`src/sv/sajd_pkg.sv`:
```
// Package for the set assignment Jaccard distance unit.
// Holds sizes, command codes, controller states and the control struct.
// Used by all modules of the unit; depends on nothing.
`timescale 1ns / 1ps
package sajd_pkg;
   localparam int MaxSets   = 8;
   localparam int NodeCount = 256;
   localparam int FracBits  = 16;
   localparam int Words     = (NodeCount + 63) / 64;
   localparam int Masks     = 1 << MaxSets;
   localparam int SetW      = $clog2(MaxSets);
   localparam int WordW     = (Words > 1) ? $clog2(Words) : 1;
   localparam int CntW      = $clog2(NodeCount + 1);
   localparam int CostW     = 17;
   localparam int DistW     = 20;
   localparam int QuotW     = FracBits + 1;

   typedef enum logic [1:0] {
      CMD_CLEAR   = 2'd0,
      CMD_ADD     = 2'd1,
      CMD_COMPUTE = 2'd2,
      CMD_NONE    = 2'd3
   } command_type;

   typedef enum logic [3:0] {
      ST_IDLE,
      ST_CLEAR,
      ST_POP_RD,
      ST_POP_ACC,
      ST_DIV_INIT,
      ST_DIV,
      ST_DIV_WR,
      ST_DP_INIT,
      ST_DP_RD,
      ST_DP_ACC,
      ST_DP_WR,
      ST_DONE
   } state_type;

   typedef struct packed {
      logic       clr_step;
      logic       pop_read;
      logic       pop_acc;
      logic       div_init;
      logic       div_step;
      logic       cost_write;
      logic       dp_init;
      logic       dp_read;
      logic       dp_acc;
      logic       dp_write;
      logic       emit;
   } ctrl_type;

   typedef struct packed {
      logic       clr_last;
      logic       word_last;
      logic       pair_last;
      logic       div_last;
      logic       bit_last;
      logic       mask_last;
      logic       zero_count;
   } stat_type;
endpackage

```
`src/sv/sajd_controller.sv`:
```
// Controller state machine of the set assignment Jaccard distance unit.
// Sequences clear sweeps, pair cost evaluation and the mask dynamic program.
// Depends on sajd_pkg.
`timescale 1ns / 1ps
module sajd_controller
   import sajd_pkg::*;
(
   input  logic        clock,
   input  logic        reset,
   input  logic        start,
   input  logic [1:0]  req_command,
   input  stat_type    stat,
   output ctrl_type    ctrl,
   output logic        busy,
   output logic        add_en,
   output logic        rsp_valid
);
   state_type state_ff, state_in;

   always_comb begin
      state_in = state_ff;
      unique case (state_ff)
         ST_IDLE: begin
            if (start) begin
               if (req_command == CMD_CLEAR) begin
                  state_in = ST_CLEAR;
               end else if (req_command == CMD_COMPUTE) begin
                  state_in = ST_POP_RD;
                  if (stat.zero_count) begin
                     state_in = ST_DONE;
                  end
               end
            end
         end
         ST_CLEAR:    if (stat.clr_last) state_in = ST_IDLE;
         ST_POP_RD:   state_in = ST_POP_ACC;
         ST_POP_ACC:  state_in = stat.word_last ? ST_DIV_INIT : ST_POP_RD;
         ST_DIV_INIT: state_in = ST_DIV;
         ST_DIV:      if (stat.div_last) state_in = ST_DIV_WR;
         ST_DIV_WR:   state_in = stat.pair_last ? ST_DP_INIT : ST_POP_RD;
         ST_DP_INIT:  state_in = ST_DP_RD;
         ST_DP_RD:    state_in = ST_DP_ACC;
         ST_DP_ACC:   state_in = stat.bit_last ? ST_DP_WR : ST_DP_RD;
         ST_DP_WR:    state_in = stat.mask_last ? ST_DONE : ST_DP_RD;
         ST_DONE:     state_in = ST_IDLE;
         default:     state_in = ST_IDLE;
      endcase
   end

   always_comb begin
      ctrl = '0;
      unique case (state_ff)
         ST_CLEAR:    ctrl.clr_step   = 1'b1;
         ST_POP_RD:   ctrl.pop_read   = 1'b1;
         ST_POP_ACC:  ctrl.pop_acc    = 1'b1;
         ST_DIV_INIT: ctrl.div_init   = 1'b1;
         ST_DIV:      ctrl.div_step   = 1'b1;
         ST_DIV_WR:   ctrl.cost_write = 1'b1;
         ST_DP_INIT:  ctrl.dp_init    = 1'b1;
         ST_DP_RD:    ctrl.dp_read    = 1'b1;
         ST_DP_ACC:   ctrl.dp_acc     = 1'b1;
         ST_DP_WR:    ctrl.dp_write   = 1'b1;
         ST_DONE:     ctrl.emit       = 1'b1;
         default:     ctrl = '0;
      endcase
   end

   assign busy      = (state_ff != ST_IDLE);
   assign add_en    = start && !busy && (req_command == CMD_ADD);
   assign rsp_valid = (state_ff == ST_DONE);

   always_ff @(posedge clock) begin
      if (reset) begin
         state_ff <= ST_CLEAR;
      end else begin
         state_ff <= state_in;
      end
   end

   a_busy_clear: assert property (@(posedge clock) disable iff (reset)
      (start && !busy && req_command == CMD_CLEAR) |=> busy)
      else $error("clear did not start sweep");
   a_rsp_one: assert property (@(posedge clock) disable iff (reset)
      rsp_valid |=> !rsp_valid)
      else $error("result strobe held");
   a_rsp_idle: assert property (@(posedge clock) disable iff (reset)
      rsp_valid |=> !busy)
      else $error("not idle after result");
   a_add_idle: assert property (@(posedge clock) disable iff (reset)
      add_en |=> !busy)
      else $error("add made unit busy");
endmodule

```
`config.mk`:
```
export PLATFORM = sky130hd
export DESIGN_NAME = sajd_controller
export DESIGN_NICKNAME = d
export VERILOG_FILES = /design/src/sv/sajd_pkg.sv /design/src/sv/sajd_controller.sv
export SDC_FILE = /design/constraint.sdc
export NUM_CORES = 1
export LEC_CHECK = 0
export BUFFER_PORTS_ARGS = -buffer_cell sky130_fd_sc_hd__buf_4
export CAP_MARGIN = 5
export CORE_AREA = 2 2 39 41
export CTS_CLUSTER_DIAMETER = 200
export DETAILED_ROUTE_END_ITERATION = 10
export DIE_AREA = 0 0 41 43
export PLACE_DENSITY = 0.75
export SYNTH_ARGS = -nofsm -noshare
export SYNTH_HDL_FRONTEND = slang
export SYNTH_SLANG_ARGS = --single-unit
```
`constraint.sdc`:
```
create_clock -name clock -period 1.45 [get_ports clock]
set_clock_uncertainty 0.05 [all_clocks]
set_input_delay 0.145 -clock clock [delete_from_list [all_inputs] [get_ports clock]]
set_output_delay 0.145 -clock clock [all_outputs]
set_load 0.01 [all_outputs]
```
==> reports/metrics.yaml <==
timing:
  period_minus_slack_ns: 1.604
  hold_viol: 0
  whs_ns: 0.04411
  fin_tns_setup_ns: -0.6022
  fin_ws_ns: -0.1543
  fin_crit_sh_pct: 110.6
  finalSetupViolCount: 9
  drv_slew: 0
  rsz0062_at_grt: "yes"
  relSlewSlack_pct: 78.27
  fmax_ghz: 0.6233
  worst_pin_slew_ns: 0.3253
floorplan:
  core_mm2: 0.001384
  fp-row-count: 14
  die_w_um: 41
  fp.dieH_um: 43
  die-area_mm2: 0.001763
  io_pins: 26
  start_util_pct: 33.54
power_and_ir_drop:
  p_sw_mw: 0.1559
  p_leak_nw: 0.3765
  powerDensity_mw_per_mm2: 550.3
  clockPowerShare_pct: 29.3
  p_seq_share_pct: 25.8
  p_sw_share_pct: 33.11
  power_frac_comb_pct: 44.9
  internal_power_mw: 0.3150
  vdd_drop_max_mv: 0.3669
cells_and_area:
  largestRegisters: "state_ff: 4 flops"
  nFillCells: 129
  nets: 117
  final_area_um2: 855.8
  regMostFlops: "state_ff"
  largest_reg_flops: 4
  syn_to_final_growth_pct: 84.37
  drive_gt1_share_pct: 63.11
  final_common_cell: "buf_4"
  layout_common_cells: "36 x buf_4, 7 x nor3_2, 6 x nand2_1"
  diodes: 0
yosys:
  yosysWarnings: 0
  syn_inst: 69
  synth_nets: 81
  synth_top_area_cell: "dfxtp_1"
  synth_top_area_share_pct: 17.25
  postSynthRegisterBits: 4
  postSynthAreaPerCell_um2: 6.727
  yosysUniqueCellTypes: 28
  yosysSeqAreaShare_pct: 17.25
  synth_area_leaders: "dfxtp_1 17%, nor3_1 9.7%, nor2_1 8.1%"
  synth_area_um2: 464.2
critical_path:
  reg2regPathDepth: 6
  crit_path_max_incr_delay_ns: 0.52
  r2r_slack_ns: -0.15
  cp-start-kind: "flop"
  cp_max_fo: 4
  cp.arrival_ns: 1.71
  required_ns: 1.56
  crit_path_frequent_cell: "buf_4"
  worst-path-stages: 6
  cpMaxStageDelayCell: "or4_4"
  critPathBufInv: 2
  cp_top_family: "simple AND/OR/NAND/NOR gates"
  crit_chain: "or4_4 -> buf_4 -> buf_4 -> nor2_4 -> a221oi_1 -> nor2_2"
  worstSetupEndpointType: "flop"
  crit_type: "reg -> reg"
clock_tree:
  clk_path_buf_depth: 2
  h-tree-depth: 1
  clkTransAtPathRegs_ns: 0.04
  root_buffer: "clkbuf_4"
  holdBufCountCts: 0
  cts_inserted_buffers: 3
  cts_sinks: 4
  cts_tree: "done"
  clk_latency_ns: 0.23
route:
  drc: 0
  ant_nets: 0
  drt-total-wl_um: 1585
  vias: 658
  dr.pass1.iters: 4
  routedWlPerCell_um: 13.32
  viasPerCell: 5.529
  drtIter0Drc: 13
run:
  maxCapViolCount: 0
global_route:
  antenna_found_initial: 0
  grt_pass1_wl_um: 2387
  grt_usage_pct: 19.68
  grt_max_degree: 10
  grt_pass1_vias: 577
  overflow: 0
place:
  io_buffers: 25
  gp_congestion: 0.8560
  dpl_cell_area_um2: 695.7
  place_hpwl_um: 1019
  pre_cts_ws_ns: -0.01241
hold_path:
  hp-class: "in -> reg"
  holdPathStages: 2
status:
  outcome: "finished, violations left"
  violations: "setup timing"
[routing by layer]
| metal | vias up | track usage [%] | routed length [um] |
|---|---|---|---|
| met2 | 40 | 34.06 | 841 |
| li1 | 312 | - | - |
| met4 | 0 | 12.00 | 46 |
| met5 | - | 0 | 0 |
| met3 | 12 | 3.141 | 117 |
| met1 | 294 | 20.26 | 580 |
[final cells by class]
cell class | instances | area [um2] | area share (%)
well taps | 16 | 20.02 | 2.339
flip-flops and latches | 4 | 86.33 | 10.09
repair buffers | 39 | 304.0 | 35.53
inverters | 2 | 7.507 | 0.8772
clock buffers | 3 | 22.52 | 2.632
multi-input cells | 55 | 415.4 | 48.54
[worst register-to-register path, stage by stage (launching register included)]
cell      delay [ns]
dfxtp_4         0.34
or4_4           0.52
buf_4           0.15
buf_4           0.15
nor2_4          0.10
a221oi_1        0.09
nor2_2          0.13
[logic make-up after synthesis]
logic type      count (synthesis)  synth area share (%)
xor+xnor                        1                 1.887
simple gates                   37                 40.97
compound gates                 16                 25.61
buf+inv                        10                 12.13
flops                           4                 17.25
mux                             1                 2.156
[path summary, 6_finish.rpt]
check                                  from          end
worst min register to register  state_ff[3]  state_ff[2]
worst max register to register  state_ff[3]  state_ff[3]
worst max-delay path            state_ff[3]  state_ff[3]
worst min-delay path                  reset  state_ff[2]
[power by group through the flow]
stage	sequential, mW	combinational [mW]	clock (mW)
final	0.122	0.211	0.138
after global routing	0.123	0.226	0.149
after CTS	0.121	0.193	0.144
after detailed placement	0.125	0.158	0
after global placement	0.125	0.156	0
after floorplan	0.122	0.0931	0
[synthesized netlist by cell type, drive strengths merged]
cell	number
or3	1
a311o	1
nor3	9
dfxtp	4
xnor2	1
a221oi	2
a2111oi	1
nand2b	5
buf	6
nor2b	1
nand3b	1
a211o	1
o221ai	1
a211oi	1
and2b	1
o31ai	1
or4	1
nand2	7
inv	2
mux2i	1
clkbuf	2
o21ai	2
nor2	11
a21oi	6
[what timing repair did]
action | in CTS | in global routing
pin swaps | 7 | 2
resized for setup | 12 | 14
buffers inserted | 5 | 0
endpoints found under the setup margin | 14 | 16
[metrics by stage]
step	total power, mW	std cells	util [%]
2_1_floorplan	0.2149	69	-
3_3_place_gp	0.2812	111	50.27
3_5_place_dp	0.2827	111	50.27
4_1_cts	0.4584	119	58.41
5_1_grt	0.4983	119	61.84
6_report	0.4710	119	61.84
No activity file was read; power rests on OpenSTA's default activity.
